## config.mk

```make
export PLATFORM = sky130hd
export DESIGN_NAME = ect_table_ram
export DESIGN_NICKNAME = d
export VERILOG_FILES = /design/src/design/ect_table_ram.sv
export SDC_FILE = /design/constraint.sdc
export NUM_CORES = 2
export LEC_CHECK = 0
export BUFFER_PORTS_ARGS = -buffer_cell sky130_fd_sc_hd__buf_2
export CORE_MARGIN = 2
export CORE_UTILIZATION = 50
export DETAILED_ROUTE_END_ITERATION = 12
export PLACE_DENSITY_LB_ADDON = 0.08
export SYNTH_ARGS = -nofsm -noshare
export SYNTH_HDL_FRONTEND = slang
export SYNTH_SLANG_ARGS = --single-unit
```

## constraint.sdc

```tcl
create_clock -name clock -period 7.9 [get_ports clock]
set_input_delay 0.79 -clock clock [delete_from_list [all_inputs] [get_ports clock]]
set_output_delay 0.79 -clock clock [all_outputs]
set_load 0.01 [all_outputs]
```

## src/design/ect_table_ram.sv

```systemverilog
// ect_table_ram: simple dual-port exon table, one write and one registered read port
// depends on: nothing
module ect_table_ram #(
   parameter int DEPTH = 64,
   parameter int WIDTH = 64
) (
   input  logic                     clock,
   input  logic                     wr_en,
   input  logic [$clog2(DEPTH)-1:0] wr_addr,
   input  logic [WIDTH-1:0]         wr_data,
   input  logic                     rd_en,
   input  logic [$clog2(DEPTH)-1:0] rd_addr,
   output logic [WIDTH-1:0]         rd_data
);

   logic [WIDTH-1:0] mem [DEPTH];
   logic [WIDTH-1:0] rd_data_ff;

   // write port
   always_ff @(posedge clock) begin
      if (wr_en) begin
         mem[wr_addr] <= wr_data;
      end
   end

   // read port, registered
   always_ff @(posedge clock) begin
      if (rd_en) begin
         rd_data_ff <= mem[rd_addr];
      end
   end

   assign rd_data = rd_data_ff;

endmodule

```

== Yosys cells after proc, flatten, opt, wreduce, memory -nomap -nowiden ==
Memory sizes are Yosys's and may differ from the RTL's. A register that Yosys moved wholly into a read port is not among the register bits.
Index checks and enable logic that the tools add are counted.
Storage, ports and cells
  bits in registers: 0
  memory bits (writable): 4096
  input port bits: 79
  output and inout bits: 64
  word-level logic and storage cells: 3
  memories: 1
Memory list
  mem: depth 64, width 64, rd ports 1, clocked after memory_dff 1, wr ports 1, RTL line 16  | logic [WIDTH-1:0] mem [DEPTH];
Cells by class
  multiplexer cells: 2
Operator list (number)
  $mux 1: 2

== Logic depth before layout (Yosys ltp) ==
  depth after elaboration: 2
  gate-level depth with buffers: 9
  gate-level depth less buffers: 5

== Worst setup path before layout ==
OpenSTA, ideal clock, no wires.
  path kind: input -> register
  start: input wr_addr[3]
  end: memory mem[48][0] (enable)
  library setup time: 0.564 ns
  arrival time: 5.662 ns
  data required time: 7.336 ns
  setup slack: 1.674 ns
  cell stages on the path: 4
  path buffers: 1
  path through: clkbuf_1 -> nor2b_1 -> nand4b_1 -> nor3_1
RTL lines
  start, declared: RTL line 9  | input logic [$clog2(DEPTH)-1:0] wr_addr,
  end, declared: RTL line 16
No word-level cell before the write port.

==> impl_metrics.tcl <==
set metrics [dict create \
    outcome "finished, final reports clean" \
    cts_hold_buf 0 \
    p_leak_nw 54.93 \
    synth_top_area_share_pct 79.57 \
    power.density_nw_per_um2 260.2 \
    max_stage_delay_ns 0.86 \
    dieArea_um2 318500 \
    io_pins 143 \
    p_seq_share_pct 53.3 \
    clk_pin_slew_ns 0.06 \
    ant_nets 0 \
    fin_nets 7068 \
    clkLatencyLatePin_ns 0.97 \
    start_kind "input pin" \
    wl_met2_mm 216.5 \
    cts_tree "yes" \
    globalplace.congestion 0.7731 \
    crit_fanout 87 \
    worst_slack_ns 4.446 \
    p_total_w 0.04608 \
    wl_met1_mm 183.4 \
    path_buf_inv 3 \
    final_hold_viol_count 0 \
    critical-path-top-delay-family "buffers and inverters" \
    setup_viol 0 \
    power.share.clock_pct 42.2 \
    grt_first_pass_wirelength_mm 618.5 \
    yosys_warnings 0 \
    die_y_um 564.3 \
    postCtsSetupBuffers 0 \
    drtPass1Iterations 5 \
    routed.top_layer "met5" \
    cts_buffers 426 \
    period_share_pct 43.72 \
    layout-drive-gt1-share_pct 27.86 \
    areaGrowthSynthToFinish_pct 12.80 \
    grt_max_degree 122 \
    slowest_stage "and2_4" \
    synth_fp_nets 6677 \
    fin_tns_setup_ns 0 \
    synth_top_area_cell "edfxtp_1" \
    worst_pin_slew_ns 1.352 \
    grt_antenna_before_repair 50 \
    slew_headroom_pct 9.879 \
    final.min_clock_period_ns 3.454 \
    wirelength_mm 449.1 \
    globalRouteTotalUtil_pct 28.32 \
    dr_wl_met3_mm 39.13 \
    wl_per_cell_um 39.01 \
    maxCapViolations 0 \
    slew_violations 0 \
    coreArea_um2 312200 \
    vias_per_cell 6.615 \
    ir_drop_uv 213.0 \
    dp.cells 10700 \
    netlist_instances 6598 \
    ys_seq_area_share_pct 79.57 \
    fmax_mhz 289.5 \
    synth_cell_types 32 \
    criticalPathCategory "in2reg" \
    grt_pass1_vias 75560 \
    cp.arrival_ns 4.21 \
    layout_commonest_cell "edfxtp_1" \
    p_int_w 0.03627 \
    finalClockSkew_ns 0.05648 \
    path_cells "buf_8, buf_12, and2_4, buf_4, a22oi_1, and3_1, a211oi_1" \
    fin_cells 11510 \
    reg2reg_slack_ns 5.62 \
    synth.area.top_cells "edfxtp_1 80%, mux4_2 15%, mux2i_1 0.86%, a22oi_1 0.80%, buf_2 0.54%" \
    start_util_pct 50.29 \
    netlist_area_um2 157000 \
    drt_iter0_markers 10520 \
    drc 0 \
    die_w_um 564.3 \
    p_switching_w 0.009809 \
    clockBufferDepth 4 \
    hpwl_mm 229.3 \
    synth-seq-cells 4160 \
    cts_root_buffer "clkbuf_16" \
    endpoint_kind "register" \
    switching_share_pct 21.29 \
    fp-row-count 205 \
    dp_slack_ns 3.409 \
    cts.sinks 4160 \
    pwr-share-comb_pct 4.4 \
    worstPathRequired_ns 8.66 \
    ctsHtreeMaxLevel 5 \
    final_cell_mix "4160 x edfxtp_1, 1024 x mux4_2, 431 x clkbuf_16" \
    portBuffers 142 \
    grt-ovfl-total 0 \
    rsz0062_at_grt "no" \
    cts_resized 0 \
    vias 76140 \
    hp-class "in2reg" \
    avgSynthCellArea_um2 23.79 \
]
power groups by stage:
| stage | clock network (W) | logic [W] | registers (W) |
|---|---|---|---|
| floorplan | 0 | 0.00114 | 0.0250 |
| global placement | 0 | 0.00203 | 0.0250 |
| detailed placement | 0 | 0.00206 | 0.0250 |
| CTS | 0.0197 | 0.00206 | 0.0246 |
| global route | 0.0206 | 0.00216 | 0.0246 |
| finish | 0.0195 | 0.00204 | 0.0246 |
per-stage QoR:
| stage | hold WS, ns | util (%) | area (µm²) |
|---|---|---|---|
| finish | 0.4869 | 56.73 | 177100 |
| global route | 0.4599 | 56.72 | 177100 |
| CTS | 0.4158 | 56.72 | 177000 |
| detailed placement | 0.9004 | 52.40 | 163600 |
| global placement | 0.8844 | 52.40 | 163600 |
| floorplan | 0.8648 | - | 157000 |
synth_stat cells, drive strengths merged:
cell and instances:
a2bb2oi 19, mux4 1024, buf 230, a22oi 168, mux2i 135, nand3b 2, nand4b 1, inv 19
or3 29, nor2 112, or3b 1, edfxtp 4160, a31oi 18, a22o 88, nand2b 11, a31o 1
nand4 2, a41oi 26, clkbuf 140, a211oi 63, nor2b 28, nand3 45, o221ai 38, and3 64
nor3 2, nand2 58, or2 28, and2 3, o22ai 83
registers in the layout, summed over array words and instances, names as in the netlist:
| signal | flops |
|---|---|
| rd_data | 64 |
| mem | 4096 |
routing by layer:
| metal | up-vias | GRT usage [%] |
|---|---|---|
| met5 | - | 0 |
| met4 | 10 | 6.566 |
| met3 | 598 | 4.544 |
| met2 | 3776 | 45.08 |
| met1 | 42360 | 41.68 |
| li1 | 29400 | - |
cell type report:
| class | instances | area [µm²] |
|---|---|---|
| multi-input cells | 2049 | 30780 |
| flip-flops and latches | 4160 | 124900 |
| clock inverters | 267 | 2347 |
| clock buffers | 523 | 11130 |
| well taps | 4140 | 5180 |
| repair buffers | 333 | 2608 |
| inverters | 19 | 71.32 |
| diodes | 20 | 50.05 |
| fillers | 22640 | 135100 |
path summary, 6_finish.rpt:
path | end | from | cells after the start
min | rd_data[61] | rd_en | 1
max reg2reg | rd_data[59] | mem[38][59] | 4
max | rd_data[9] | rd_addr[2] | 7
min reg2reg | rd_data[34] | mem[62][34] | 4
logic make-up after synthesis:
logic type	synth area share [%]
flops	79.57
buf+inv	1.176
mux	15.55
compound gates	2.467
simple gates	1.235
No activity file was read; power rests on OpenSTA's default activity.
