[config.mk]
export PLATFORM = sky130hd
export DESIGN_NAME = ect_walk_unit
export DESIGN_NICKNAME = d
export VERILOG_FILES = /design/src/design/ect_pkg.sv /design/src/design/ect_walk_unit.sv
export SDC_FILE = /design/constraint.sdc
export NUM_CORES = 1
export LEC_CHECK = 0
export BUFFER_PORTS_ARGS = -buffer_cell sky130_fd_sc_hd__buf_2
export CORE_MARGIN = 5
export CORE_UTILIZATION = 50
export CTS_CLUSTER_DIAMETER = 40
export CTS_CLUSTER_SIZE = 25
export DETAILED_ROUTE_END_ITERATION = 8
export GPL_TIMING_DRIVEN = 0
export PLACE_DENSITY = 0.72
export REMOVE_ABC_BUFFERS = 1
export SYNTH_ARGS = -nofsm -noshare
export SYNTH_HDL_FRONTEND = slang
export SYNTH_SLANG_ARGS = --single-unit
[constraint.sdc]
create_clock -name clock -period 12.94 [get_ports clock]
set_clock_uncertainty 0.05 [all_clocks]
set_input_delay 1.941 -clock clock [delete_from_list [all_inputs] [get_ports clock]]
set_output_delay 1.941 -clock clock [all_outputs]
set_load 0.005 [all_outputs]
[src/design/ect_pkg.sv]
// ect_pkg: shared types, codes and defaults for the exon coordinate translator
// depends on: nothing
package ect_pkg;

   // default sizing
   localparam int MAX_EXONS_DEF  = 64;
   localparam int COORD_BITS_DEF = 32;

   // item kinds
   localparam logic [1:0] KIND_EXON   = 2'd0;
   localparam logic [1:0] KIND_START  = 2'd1;
   localparam logic [1:0] KIND_STOP   = 2'd2;
   localparam logic [1:0] KIND_FINISH = 2'd3;

   // latched error codes (same values as the matching status codes)
   localparam logic [1:0] ERR_NONE      = 2'd0;
   localparam logic [1:0] ERR_UNORDERED = 2'd1;
   localparam logic [1:0] ERR_DUPLICATE = 2'd2;
   localparam logic [1:0] ERR_FULL      = 2'd3;

   // result status codes
   localparam logic [3:0] STS_OK       = 4'd0;
   localparam logic [3:0] STS_NO_START = 4'd4;
   localparam logic [3:0] STS_NO_STOP  = 4'd5;
   localparam logic [3:0] STS_ORDER    = 4'd6;
   localparam logic [3:0] STS_NO_EXONS = 4'd7;
   localparam logic [3:0] STS_OVERLAP  = 4'd8;
   localparam logic [3:0] STS_OUTSIDE  = 4'd9;

   // sequencer states
   typedef enum logic [2:0] {
      ST_IDLE,
      ST_SCAN,
      ST_PLACE,
      ST_WALK,
      ST_FIN,
      ST_EMIT
   } state_type;

   // walk unit control and status
   typedef struct packed {
      logic clear;
      logic step;
   } walk_ctl_type;

   typedef struct packed {
      logic overlap;
      logic done;
      logic ok;
   } walk_sts_type;

endpackage

[src/design/ect_walk_unit.sv]
// ect_walk_unit: one exon per step, overlap check and transcript position sums
// depends on: ect_pkg
module ect_walk_unit
   import ect_pkg::*;
#(
   parameter int COORD_BITS = COORD_BITS_DEF
) (
   input  logic                  clock,
   input  logic                  reset,
   input  walk_ctl_type          ctl,
   input  logic [COORD_BITS-1:0] entry_first,
   input  logic [COORD_BITS-1:0] entry_last,
   input  logic [COORD_BITS-1:0] start_key,
   input  logic [COORD_BITS-1:0] stop_key,
   output walk_sts_type          sts,
   output logic [COORD_BITS-1:0] spos,
   output logic [COORD_BITS-1:0] tpos
);

   localparam logic [COORD_BITS-1:0] ONE = {{(COORD_BITS-1){1'b0}}, 1'b1};

   logic [COORD_BITS-1:0] prev_ff, prev_in;
   logic [COORD_BITS-1:0] spos_ff, spos_in;
   logic [COORD_BITS-1:0] tpos_ff, tpos_in;
   logic                  phase_ff, phase_in;
   logic                  done_ff, done_in;
   logic                  ok_ff, ok_in;
   logic                  ovl_ff, ovl_in;

   logic [COORD_BITS-1:0] exon_len;
   logic [COORD_BITS-1:0] start_off;
   logic [COORD_BITS-1:0] stop_off;

   // offsets inside the current exon
   assign exon_len  = entry_last - entry_first + ONE;
   assign start_off = start_key - entry_first + ONE;
   assign stop_off  = stop_key - entry_first + ONE;

   // step logic
   always_comb begin
      prev_in  = prev_ff;
      spos_in  = spos_ff;
      tpos_in  = tpos_ff;
      phase_in = phase_ff;
      done_in  = done_ff;
      ok_in    = ok_ff;
      ovl_in   = ovl_ff;
      if (ctl.clear) begin
         prev_in  = '0;
         spos_in  = '0;
         tpos_in  = '0;
         phase_in = 1'b0;
         done_in  = 1'b0;
         ok_in    = 1'b0;
         ovl_in   = 1'b0;
      end else if (ctl.step) begin
         // an exon first key of zero also trips this, previous end starts at zero
         if (prev_ff >= entry_first) begin
            ovl_in = 1'b1;
         end
         prev_in = entry_last;
         if (!done_ff) begin
            if (!phase_ff) begin
               // looking for the start codon
               if (start_key < entry_first) begin
                  done_in = 1'b1;
               end else if (start_key <= entry_last) begin
                  spos_in = spos_ff + start_off;
                  if (stop_key <= entry_last) begin
                     tpos_in = spos_ff + stop_off;
                     done_in = 1'b1;
                     ok_in   = 1'b1;
                  end else begin
                     tpos_in  = spos_ff + exon_len;
                     phase_in = 1'b1;
                  end
               end else begin
                  spos_in = spos_ff + exon_len;
               end
            end else begin
               // looking for the stop codon
               if (stop_key < entry_first) begin
                  done_in = 1'b1;
               end else if (stop_key <= entry_last) begin
                  tpos_in = tpos_ff + stop_off;
                  done_in = 1'b1;
                  ok_in   = 1'b1;
               end else begin
                  tpos_in = tpos_ff + exon_len;
               end
            end
         end
      end
   end

   // control flags
   always_ff @(posedge clock) begin
      if (reset) begin
         phase_ff <= 1'b0;
         done_ff  <= 1'b0;
         ok_ff    <= 1'b0;
         ovl_ff   <= 1'b0;
      end else begin
         phase_ff <= phase_in;
         done_ff  <= done_in;
         ok_ff    <= ok_in;
         ovl_ff   <= ovl_in;
      end
   end

   // running sums
   always_ff @(posedge clock) begin
      prev_ff <= prev_in;
      spos_ff <= spos_in;
      tpos_ff <= tpos_in;
   end

   assign sts.overlap = ovl_ff;
   assign sts.done    = done_ff;
   assign sts.ok      = ok_ff;
   assign spos        = spos_ff;
   assign tpos        = tpos_ff;

endmodule

== Yosys cells after proc, flatten, opt, wreduce, memory -nomap -nowiden ==
Index checks and enable logic that the tools add are counted.

* Output and inout bits: 67
* Word-level logic and storage cells: 56
* Register bits after elaboration: 100
* Bits of input ports: 132

* Equality and inequality tests: 2
* Multiplexer cells: 22
* $add $sub $neg: 11
* Reductions and logical operators: 6
* Magnitude comparators: 5
* Bitwise gates (word level): 3

{| class="wikitable"
|+ Operators by type and width
! operator !! number
|-
| $mux W32 || 7
|-
| $add A32 B32 Y32 || 5
|-
| $add A32 B1 Y32 const B || 3
|-
| $sub A32 B32 Y32 || 3
|-
| $le A32 B32 Y1 || 2
|-
| $lt A32 B32 Y1 || 2
|-
| $ge A32 B32 Y1 || 1
|-
| $mux W1 || 15
|-
| $reduce_and A5 Y1 || 1
|-
| $ne A2 B2 Y1 const B || 2
|-
| $reduce_and A2 Y1 || 2
|-
| $reduce_and A4 Y1 || 1
|-
| $not A1 Y1 || 3
|-
| $reduce_bool A2 Y1 || 1
|-
| $reduce_or A2 Y1 || 1
|}

== Logic depth before layout (Yosys ltp) ==
Gate-level depths: netlist of run 1.

* Depth after elaboration: 7
* Depth in mapped cells: 27
* Gate-level depth less buffers: 27

== Worst setup path before layout of run 1 ==
OpenSTA, ideal clock, no wires.

* Kind: input -> register
* From: in entry_last[5]
* To: reg tpos_ff[31], in the netlist tpos[31]
* Stages: 24
* Buffers on the path: 3
* Slack: 5.558 ns
* Setup time: 0.122 ns
* Data arrival time: 7.210 ns
* Data required time: 12.768 ns
* Path through: inv_1 ha_1 a21o_1 nand3_1 a211oi_1 or4_1 a211oi_1 a31o_2 buf_4 clkbuf_1 clkbuf_1 mux2_2 ha_1 a2111oi_0 o21ai_1 a32oi_1 and3_1 o32ai_2 a21oi_2 o31ai_2 nor3b_1 mux2_4 a221o_1 a221o_1

* Cells in the longest elaborated chain, start to end: 7
* Elaborated cells on any way between the ends: 14
* Those cells by class: 4 x add/sub; 2 x order compare; 6 x mux; 2 x reduce/logical

{| class="wikitable"
|+ RTL lines
! item !! RTL line !! text
|-
| start: declaration || ect_walk_unit.sv:12 || <nowiki>input logic [COORD_BITS-1:0] entry_last,</nowiki>
|-
| $sub A32 B32 Y32 || ect_walk_unit.sv:35 || <nowiki>assign exon_len = entry_last - entry_first + ONE;</nowiki>
|-
| $add A32 B1 Y32 || ect_walk_unit.sv:35 ||
|-
| $add A32 B32 Y32 || ect_walk_unit.sv:74 || <nowiki>tpos_in = spos_ff + exon_len;</nowiki>
|-
| $mux W32 || ect_walk_unit.sv:69 || <nowiki>if (stop_key <= entry_last) begin</nowiki>
|-
| $mux W32 || ect_walk_unit.sv:67 || <nowiki>end else if (start_key <= entry_last) begin</nowiki>
|-
| $mux W32 || ect_walk_unit.sv:65 || <nowiki>if (start_key < entry_first) begin</nowiki>
|-
| $mux W32 || ect_walk_unit.sv:63 || <nowiki>if (!phase_ff) begin</nowiki>
|-
| end signal: assignment || ect_walk_unit.sv:115 || <nowiki>tpos_ff <= tpos_in;</nowiki>
|-
| end: declaration || ect_walk_unit.sv:24 || <nowiki>logic [COORD_BITS-1:0] tpos_ff, tpos_in;</nowiki>
|}

Several ways; a longest one is shown, not always the timed one. The select of a mux whose other input is x is not followed.
A chain may end at the register's enable or synchronous reset.

== Worst setup path in the final report of run 1 ==
* From: in entry_last[15]
* To: reg tpos_ff[31], in the netlist tpos[31]

The elaborated chain is that of the path after synthesis.

==> flow_metrics.env, run 1 <==
export IMPL_setup_viol=0
export IMPL_cpPeakStageDelay_ns=0.51
export IMPL_synth_edff_count=0
export IMPL_synth_commonest_cells="ha_1, inv_1, a21oi_1"
export IMPL_numCtsBuffers=9
export IMPL_area_growth_pct=9.75
export IMPL_synth_seq_cells=100
export IMPL_startpoint_type="input pin"
export IMPL_wl_met3_mm=3.84
export IMPL_tightestPinTransition_ns=1.19
export IMPL_grt_pass1_wl_mm=92.9
export IMPL_fmax_mhz=126
export IMPL_power_density_nw_per_um2=113
export IMPL_rsz0062_at_grt="no"
export IMPL_cts_tree="done"
export IMPL_place_area_um2=20600
export IMPL_drive_above_1_share_pct=11.8
export IMPL_wl_met1_mm=29.1
export IMPL_die_area_um2=42000
export IMPL_cap_violations=0
export IMPL_synthArstFlopShare_pct=0
export IMPL_yosys_top_cells_area="ha_1, dfxtp_1, a21oi_1, fa_1, inv_1"
export IMPL_wl_mm=61.0
export IMPL_vdd_drop_max_v=0.0000782
export IMPL_place_hpwl_mm=52.4
export IMPL_critical_path_buf_inv_count=3
export IMPL_nNetsFinal=3141
export IMPL_rows=71
export IMPL_yosys_most_used_dff="dfxtp_1"
export IMPL_dp_cells=3079
export IMPL_die_y_um=205
export IMPL_grt_pass1_vias=17200
export IMPL_avgRoutedWirePerCell_um=19.7
export IMPL_yosysMostFrequentCell="ha_1"
export IMPL_htree_levels=3
export IMPL_hold_viol_final=0
export IMPL_vias_per_cell=5.95
export IMPL_slowest_stage="a32oi_1"
export IMPL_netlist_area_um2=19000
export IMPL_grt_usage_pct=28.2
export IMPL_core_area_um2=37600
export IMPL_period_needed_ns=7.95
export IMPL_vias=18500
export IMPL_post_cts_resized=0
export IMPL_cts_root_buffer="clkbuf_16"
export IMPL_antenna_found_initial=6
export IMPL_post_cts_setup_buffers=0
export IMPL_slew_violations=0
export IMPL_portBuffers=198
export IMPL_overflow=0
export IMPL_clockBufferDepth=2
export IMPL_finalHoldWorstSlack_ns=0.428
export IMPL_synth_warnings=0
export IMPL_drtPass1Iterations=5
export IMPL_yosysSeqAreaShare_pct=10.5
export IMPL_postCtsHoldBufs=0
export IMPL_die_w_um=205
export IMPL_ys_types=87
export IMPL_cp_arrival_ns=8.18
export IMPL_dr_wl_met2_mm=26.9
export IMPL_ios=199
export IMPL_relSlewSlack_pct=18.8
export IMPL_required_ns=13.17
export IMPL_worst_setup_path_type="input pin to flip-flop"
export IMPL_p_total_mw=2.36
export IMPL_hp_class="flip-flop to flip-flop"
export IMPL_fin_setup_tns_ns=0
export IMPL_synth_top_cell_area_share_pct=24.9
export IMPL_design_area_um2=20900
export IMPL_highest_layer="met4"
export IMPL_drt_iter0_drc=1103
export IMPL_status="completed"
export IMPL_cp_top_family="compound AO/OA/AOI/OAI gates"
export IMPL_grt_max_degree=67
export IMPL_gp_congestion=0.948
export IMPL_final_cell_count_no_fill=3101
export IMPL_synthCells=2424
export IMPL_synth_largest_area_cell="ha_1"
export IMPL_avgSynthCellArea_um2=7.85
export IMPL_critPathCaptureType="flip-flop"
export IMPL_fin_crit_sh_pct=61.4
export IMPL_clkSlewWorstSetupHoldPaths_ns=0.08
export IMPL_drc=0
export IMPL_power_leakage_nw=10.6
export IMPL_ant_nets=0
export IMPL_clkLatencyLatePin_ns=0.38
export IMPL_clock_sinks=100
export IMPL_initial_core_util_pct=50.6
export IMPL_crit_path_max_fanout=66
export IMPL_crit_chain="buf_2 > inv_1 > ha_1 > nand4_1 > nor3_1 > a21boi_1 > or4_1 > a211oi_1 > a31o_4 > buf_16 > mux2_2 > ha_1 > a211oi_1 > o211ai_2 > a32oi_1 > and3_1 > o32ai_2 > a21oi_2 > o31ai_2 > nor3b_1 > mux2_4 > a221o_1 > a221o_1"
-- report_power, final --
part | switching, mW | internal, mW
Clock | 0.148 | 0.143
Combinational | 0.996 | 0.696
Sequential | 0.0374 | 0.338
Total | 1.18 | 1.18
-- flip-flops by register name, summed over array words and instances (netlist names) --
| name | cells |
|---|---|
| done_ff | 1 |
| ok_ff | 1 |
| ovl_ff | 1 |
| phase_ff | 1 |
| prev_ff | 32 |
| spos | 32 |
| tpos | 32 |
-- metrics by stage --
stage | util, % | worst slack (ns)
after floorplan | - | 3.84
after global placement | 54.2 | 0.162
after detailed placement | 54.7 | 4.65
after CTS | 55.5 | 5.04
after global routing | 55.6 | 4.57
final | 55.6 | 4.99
-- worst min-delay path: stages (launching register included) --
cell	delay [ns]
dfxtp_1	0.33
nand2_1	0.06
a21oi_1	0.05
-- cells in the final DEF, fill, tap and decap left out, types with 14 or more instances in the layout --
| master | count |
|---|---|
| ha_1 | 379 |
| inv_1 | 259 |
| a21oi_1 | 234 |
| buf_2 | 197 |
| nor2_1 | 188 |
| nand2_1 | 129 |
| a21o_1 | 111 |
| o21ai_0 | 111 |
| xnor2_1 | 99 |
| dfxtp_1 | 99 |
| xor2_1 | 60 |
| a211oi_1 | 59 |
| fa_1 | 51 |
| nor3_1 | 47 |
| nand3_1 | 46 |
| mux2i_1 | 39 |
| mux2_2 | 37 |
| nand4_1 | 33 |
| o21a_1 | 30 |
| o21bai_1 | 29 |
| nand2b_1 | 26 |
| o211ai_1 | 26 |
| nor2b_1 | 25 |
| a31oi_1 | 16 |
| o31ai_1 | 14 |
-- per-layer routing --
metal / GRT usage [%] / up-vias
li1: - / 9101
met1: 41.9 / 8673
met2: 44.2 / 635
met3: 2.23 / 53
met4: 7.15 / 0
met5: 0 / -
-- layout make-up --
cell class | count | area [um2]
Fill cell | 3599 | 16700
Multi-Input combinational cell | 2003 | 15800
Sequential cell | 100 | 2000
Timing Repair Buffer | 206 | 1150
Inverter | 259 | 972
Tap cell | 511 | 639
Clock buffer | 12 | 256
Clock inverter | 4 | 33.8
Antenna cell | 6 | 15.0
-- kinds of logic (layout without fill, tap and decap cells) --
logic type,Yosys count,in the layout,share of synthesized area (%)
other cells,0,6,0
compound gates,761,761,26.4
buf+inv,321,481,6.53
flops,100,100,10.5
fa+ha+maj,430,430,30.3
xor+xnor,160,160,7.41
mux,78,78,4.39
simple gates,574,574,14.4
-- path summary, 6_finish.rpt --
path	end	slack, ns	from	depth (start not counted)
setup / recovery	tpos[31]	4.99	entry_last[15]	23
hold / removal	tpos[9]	0.43	tpos[9]	2
setup reg to reg	tpos[31]	8.71	spos[1]	12
hold reg to reg	tpos[9]	0.43	tpos[9]	2
No activity file was read; power rests on OpenSTA's default activity.
==> run 2, diff against run 1 <==
- PLACE_DENSITY: 0.72 -> 0.75
- clock period: 12.94 -> 6.9 ns (I/O delays scaled with it)
==> run 2 against run 1 <==
Net effect:
- setup slack lost 4.8 ns
- combinational power grew 91%
- non-clock buffer count grew 4
- flip-flop and latch count is the same
- total power grew 90%
==> flow_metrics.env, run 2 (synthesized netlist as in run 1, its figures left out) <==
export IMPL_status="completed"
export IMPL_vias=18600
export IMPL_use_met3_pct=2.88
export IMPL_slew_violations=0
export IMPL_tightestPinTransition_ns=1.23
export IMPL_power_leakage_nw=10.7
export IMPL_drtPass1Iterations=6
export IMPL_drt_iter0_drc=1056
export IMPL_die_w_um=205
export IMPL_power_density_nw_per_um2=213
export IMPL_critPathCaptureType="flip-flop"
export IMPL_wl_mm=61.1
export IMPL_nFillCells=3436
export IMPL_area_growth_pct=10.7
export IMPL_rr_worst_depth=12
export IMPL_required_ns=7.14
export IMPL_hold_viol_final=0
export IMPL_cp_arrival_ns=6.92
export IMPL_fmax_mhz=150
export IMPL_startpoint_type="input pin"
export IMPL_htree_levels=3
export IMPL_grt_max_degree=75
export IMPL_met2_usage_pct=45.1
export IMPL_slowest_stage="a221o_1"
export IMPL_worst_setup_path_type="input pin to flip-flop"
export IMPL_dp_cells=3079
export IMPL_drive_above_1_share_pct=12.8
export IMPL_grt_usage_pct=28.3
export IMPL_clockBufferDepth=2
export IMPL_layout_commonest_cell="ha_1"
export IMPL_ant_nets=0
export IMPL_numCtsBuffers=9
export IMPL_cp_depth=24
export IMPL_grt_pass1_wl_mm=93.8
export IMPL_grt_pass1_vias=17800
export IMPL_clkSlewWorstSetupHoldPaths_ns=0.08
export IMPL_relSlewSlack_pct=16.0
export IMPL_period_needed_ns=6.68
export IMPL_busiest_layer="met2"
export IMPL_critical_path_buf_inv_count=2
export IMPL_avgRoutedWirePerCell_um=19.7
export IMPL_die_area_um2=42000
export IMPL_cts_tree="done"
export IMPL_setup_viol=0
export IMPL_vias_per_cell=6.00
export IMPL_p_total_mw=4.49
export IMPL_nNetsFinal=3145
export IMPL_cpPeakStageDelay_ns=0.43
export IMPL_clock_sinks=100
export IMPL_final_cell_count_no_fill=3104
export IMPL_crit_chain="buf_2 > inv_1 > ha_1 > ha_1 > a21oi_1 > o21bai_1 > a21o_1 > a211o_1 > nor3b_1 > o31ai_1 > a21oi_1 > a21o_1 > a21oi_1 > xnor2_2 > mux2_2 > ha_1 > and4_1 > a221o_1 > a21oi_4 > o31ai_4 > nor3b_1 > mux2_4 > a221o_1 > a221o_1"
export IMPL_final_util_pct=56.0
export IMPL_place_hpwl_mm=52.2
export IMPL_design_area_um2=21100
export IMPL_layout_common_cells="ha_1, inv_1, a21oi_1"
export IMPL_portBuffers=198
export IMPL_gp_congestion=0.968
export IMPL_use_met1_pct=40.0
export IMPL_cp_top_family="compound AO/OA/AOI/OAI gates"
export IMPL_crit_path_max_fanout=7
export IMPL_ios=199
export IMPL_die_y_um=205
export IMPL_fin_crit_sh_pct=96.9
export IMPL_rsz0062_at_grt="no"
export IMPL_vdd_drop_max_v=0.000150
export IMPL_cts_root_buffer="clkbuf_16"
export IMPL_core_area_um2=37600
export IMPL_clkLatencyLatePin_ns=0.39
export IMPL_initial_core_util_pct=50.6
export IMPL_overflow=0
export IMPL_drc=0
export IMPL_place_area_um2=20600
export IMPL_rows=71
export IMPL_whs_path_depth=2
export IMPL_postCtsHoldBufs=0
export IMPL_finalHoldWorstSlack_ns=0.427
export IMPL_hp_class="flip-flop to flip-flop"
export IMPL_cap_violations=0
export IMPL_antenna_found_initial=4
-- run 2: where the power goes --
group	internal, mW	switching, mW
registers	0.634	0.0689
clock network	0.284	0.281
logic	1.32	1.90
total	2.24	2.25
-- run 2: metal layers --
layer / part of all wire (%) / up-vias / routed length [um]
met4: 2.9 / 0 / 1790
met1: 46 / 8740 / 28200
met5: 0 / - / 0
li1: - / 9142 / -
met2: 44 / 648 / 27100
met3: 6.5 / 92 / 3970
-- run 2: area by class of cell --
cell class / instances / area, um2 / area share (%)
multi-input cells: 2003 / 16000 / 75.8
flip-flops and latches: 100 / 2000 / 9.52
repair buffers: 210 / 1160 / 5.53
inverters: 259 / 972 / 4.62
well taps: 511 / 639 / 3.04
clock buffers: 9 / 225 / 1.07
clock inverters: 7 / 71.3 / 0.339
diodes: 5 / 12.5 / 0.0594
-- run 2: path summary, 6_finish.rpt --
check	from	to	slack [ns]
worst max-delay path	entry_first[7]	tpos[31]	0.22
worst min-delay path	tpos[12]	tpos[12]	0.43
worst max register to register	spos[1]	tpos[31]	2.70
worst min register to register	tpos[12]	tpos[12]	0.43
-- run 2: timing repair --
| item | 4_1_cts | 5_1_grt |
|---|---|---|
| gates resized for setup | 0 | 27 |
| buffers inserted | 0 | 4 |
| setup endpoints to repair | 0 | 13 |
-- run 2: metrics by stage --
step           setup WS (ns)  TNS, ns
6_report               0.216        0
5_1_grt             0.000304        0
4_1_cts               0.0263        0
3_5_place_dp          -0.375    -3.10
3_3_place_gp           -4.92  -159.81
2_1_floorplan          -1.29   -25.71
-- run 2: worst min-delay path, delay by kind of cell, from the launching register on --
kind | cells | cell delay [ns]
flops | 1 | 0.33
simple gates | 1 | 0.06
compound gates | 1 | 0.05
==> run 3, diff against run 2 <==
- PLACE_DENSITY: 0.75 -> 0.72
- REMOVE_ABC_BUFFERS: 1 -> unset
- clock period: 6.9 -> 6.8 ns (I/O delays scaled with it)
==> run 3 against run 2 <==
Net effect:
- register-to-register slack worse by 0.06 ns
- largest power group unchanged
- final area is 1.2% higher
- hold slack worse by 0.0083 ns
- total power is 4.3% higher
- global-route usage is 3.2 points higher
- count of clock-buffer cells in the layout is 1 higher
- setup slack worse by 0.064 ns
==> flow_metrics.env, run 3 (synthesized netlist as in run 1, its figures left out) <==
export IMPL_fmax_mhz=150
export IMPL_pwr_share_clk_pct=12.1
export IMPL_die_y_um=205
export IMPL_drive_above_1_share_pct=13.4
export IMPL_crit_path_max_fanout=10
export IMPL_grt_max_degree=17
export IMPL_cts_tree="done"
export IMPL_antenna_found_initial=3
export IMPL_p_total_mw=4.68
export IMPL_final_cell_count_no_fill=3154
export IMPL_syn_nets=2986
export IMPL_clockBufferDepth=2
export IMPL_relSlewSlack_pct=29.1
export IMPL_power_density_nw_per_um2=220
export IMPL_grt_pass1_wl_mm=102
export IMPL_ios=199
export IMPL_crit_start="entry_last[15]"
export IMPL_setup_viol=0
export IMPL_status="completed"
export IMPL_switching_share_pct=51.0
export IMPL_area_growth_pct=12.0
export IMPL_fin_crit_sh_pct=97.8
export IMPL_grt_pass1_vias=18100
export IMPL_cp_arrival_ns=6.88
export IMPL_wl_mm=68.3
export IMPL_initial_core_util_pct=50.6
export IMPL_postCtsHoldBufs=0
export IMPL_core_area_um2=37600
export IMPL_clkLatencyLatePin_ns=0.40
export IMPL_die_w_um=205
export IMPL_clkSlewWorstSetupHoldPaths_ns=0.08
export IMPL_fin_ws_ns=0.152
export IMPL_vias=18900
export IMPL_clock_sinks=100
export IMPL_hp_class="flip-flop to flip-flop"
export IMPL_cap_violations=0
export IMPL_rows=71
export IMPL_htree_levels=3
export IMPL_layout_common_cells="ha_1, inv_1, a21oi_1"
export IMPL_numCtsBuffers=9
export IMPL_hold_viol_final=0
export IMPL_drt_iter0_drc=1190
export IMPL_p_comb_share_pct=72.5
export IMPL_final_util_pct=56.7
export IMPL_grt_usage_pct=31.5
export IMPL_r2r_start="spos[9]"
export IMPL_slew_violations=0
export IMPL_worst_setup_path_type="input pin to flip-flop"
export IMPL_die_area_um2=42000
export IMPL_dp_cells=3132
export IMPL_critPathCaptureType="flip-flop"
export IMPL_p_int_mw=2.29
export IMPL_ant_nets=0
export IMPL_power_leakage_nw=10.8
export IMPL_tightestPinTransition_ns=1.06
export IMPL_slowest_stage="a2111oi_1"
export IMPL_place_hpwl_mm=58.8
export IMPL_vdd_drop_max_v=0.000153
export IMPL_vias_per_cell=5.98
export IMPL_portBuffers=197
export IMPL_place_area_um2=20600
export IMPL_nNetsFinal=3198
export IMPL_netSwitchingPower_mw=2.39
export IMPL_cpPeakStageDelay_ns=0.41
export IMPL_gp_congestion=0.969
export IMPL_avgRoutedWirePerCell_um=21.6
export IMPL_drc=0
export IMPL_seq_power_share_pct=15.4
export IMPL_required_ns=7.03
export IMPL_min_from="tpos[22]"
export IMPL_overflow=0
export IMPL_dp_slack_ns=-1.28
export IMPL_period_needed_ns=6.65
export IMPL_startpoint_type="input pin"
export IMPL_layout_commonest_cell="ha_1"
export IMPL_cts_root_buffer="clkbuf_16"
export IMPL_drtPass1Iterations=5
export IMPL_design_area_um2=21300
==> run 3: per-stage QoR <==
stage                      TNS, ns  hold WS [ns]
after floorplan                  0         0.405
after global placement      -11.54         0.408
after detailed placement    -12.67         0.416
after CTS                        0         0.427
after global routing      -0.00632         0.448
final                            0         0.419
==> run 3: final cells by class <==
| class | instances | area (um2) |
|---|---|---|
| diodes | 3 | 7.51 |
| plain buffers | 62 | 307 |
| clock buffers | 10 | 229 |
| clock inverters | 5 | 60.1 |
| fillers | 3629 | 16300 |
| inverters | 259 | 976 |
| multi-input cells | 2003 | 16100 |
| flip-flops and latches | 100 | 2000 |
| well taps | 511 | 639 |
| repair buffers | 201 | 1020 |
==> run 3: power groups by stage <==
stage	combinational, mW	sequential (mW)	clock, mW
after floorplan	2.35	0.707	0
after global placement	3.17	0.729	0
after detailed placement	3.21	0.731	0
after CTS	3.25	0.717	0.572
after global routing	3.71	0.727	0.599
final	3.39	0.721	0.567
==> run 3: critical path: cells and delay by family <==
kind,cells,cell delay (ns)
AND/OR/NAND/NOR,5,1.15
multiplexers,2,0.65
adder cells (fa/ha/maj),2,0.71
buffers and inverters,5,0.77
AO/OA/AOI/OAI,11,2.55
==> run 3: final timing paths <==
kind | end | slack, ns | cells past startpoint
setup / recovery | tpos[31] | 0.15 | 25
hold / removal | tpos[22] | 0.42 | 2
setup reg to reg | spos[31] | 2.64 | 15
hold reg to reg | tpos[22] | 0.42 | 2
==> run 3: what timing repair did <==
item	4_1_cts	5_1_grt
setup buffers	0	4
pin swaps	0	8
setup endpoints to repair	12	13
resized for setup	20	60
==> run 3: per-layer routing <==
layer	part of all wire [%]	vias up	track usage, %
met3	5.5	86	3.51
met5	0	-	0
met1	47	8972	44.2
li1	-	9219	-
met4	2.8	0	9.62
met2	45	580	50.9
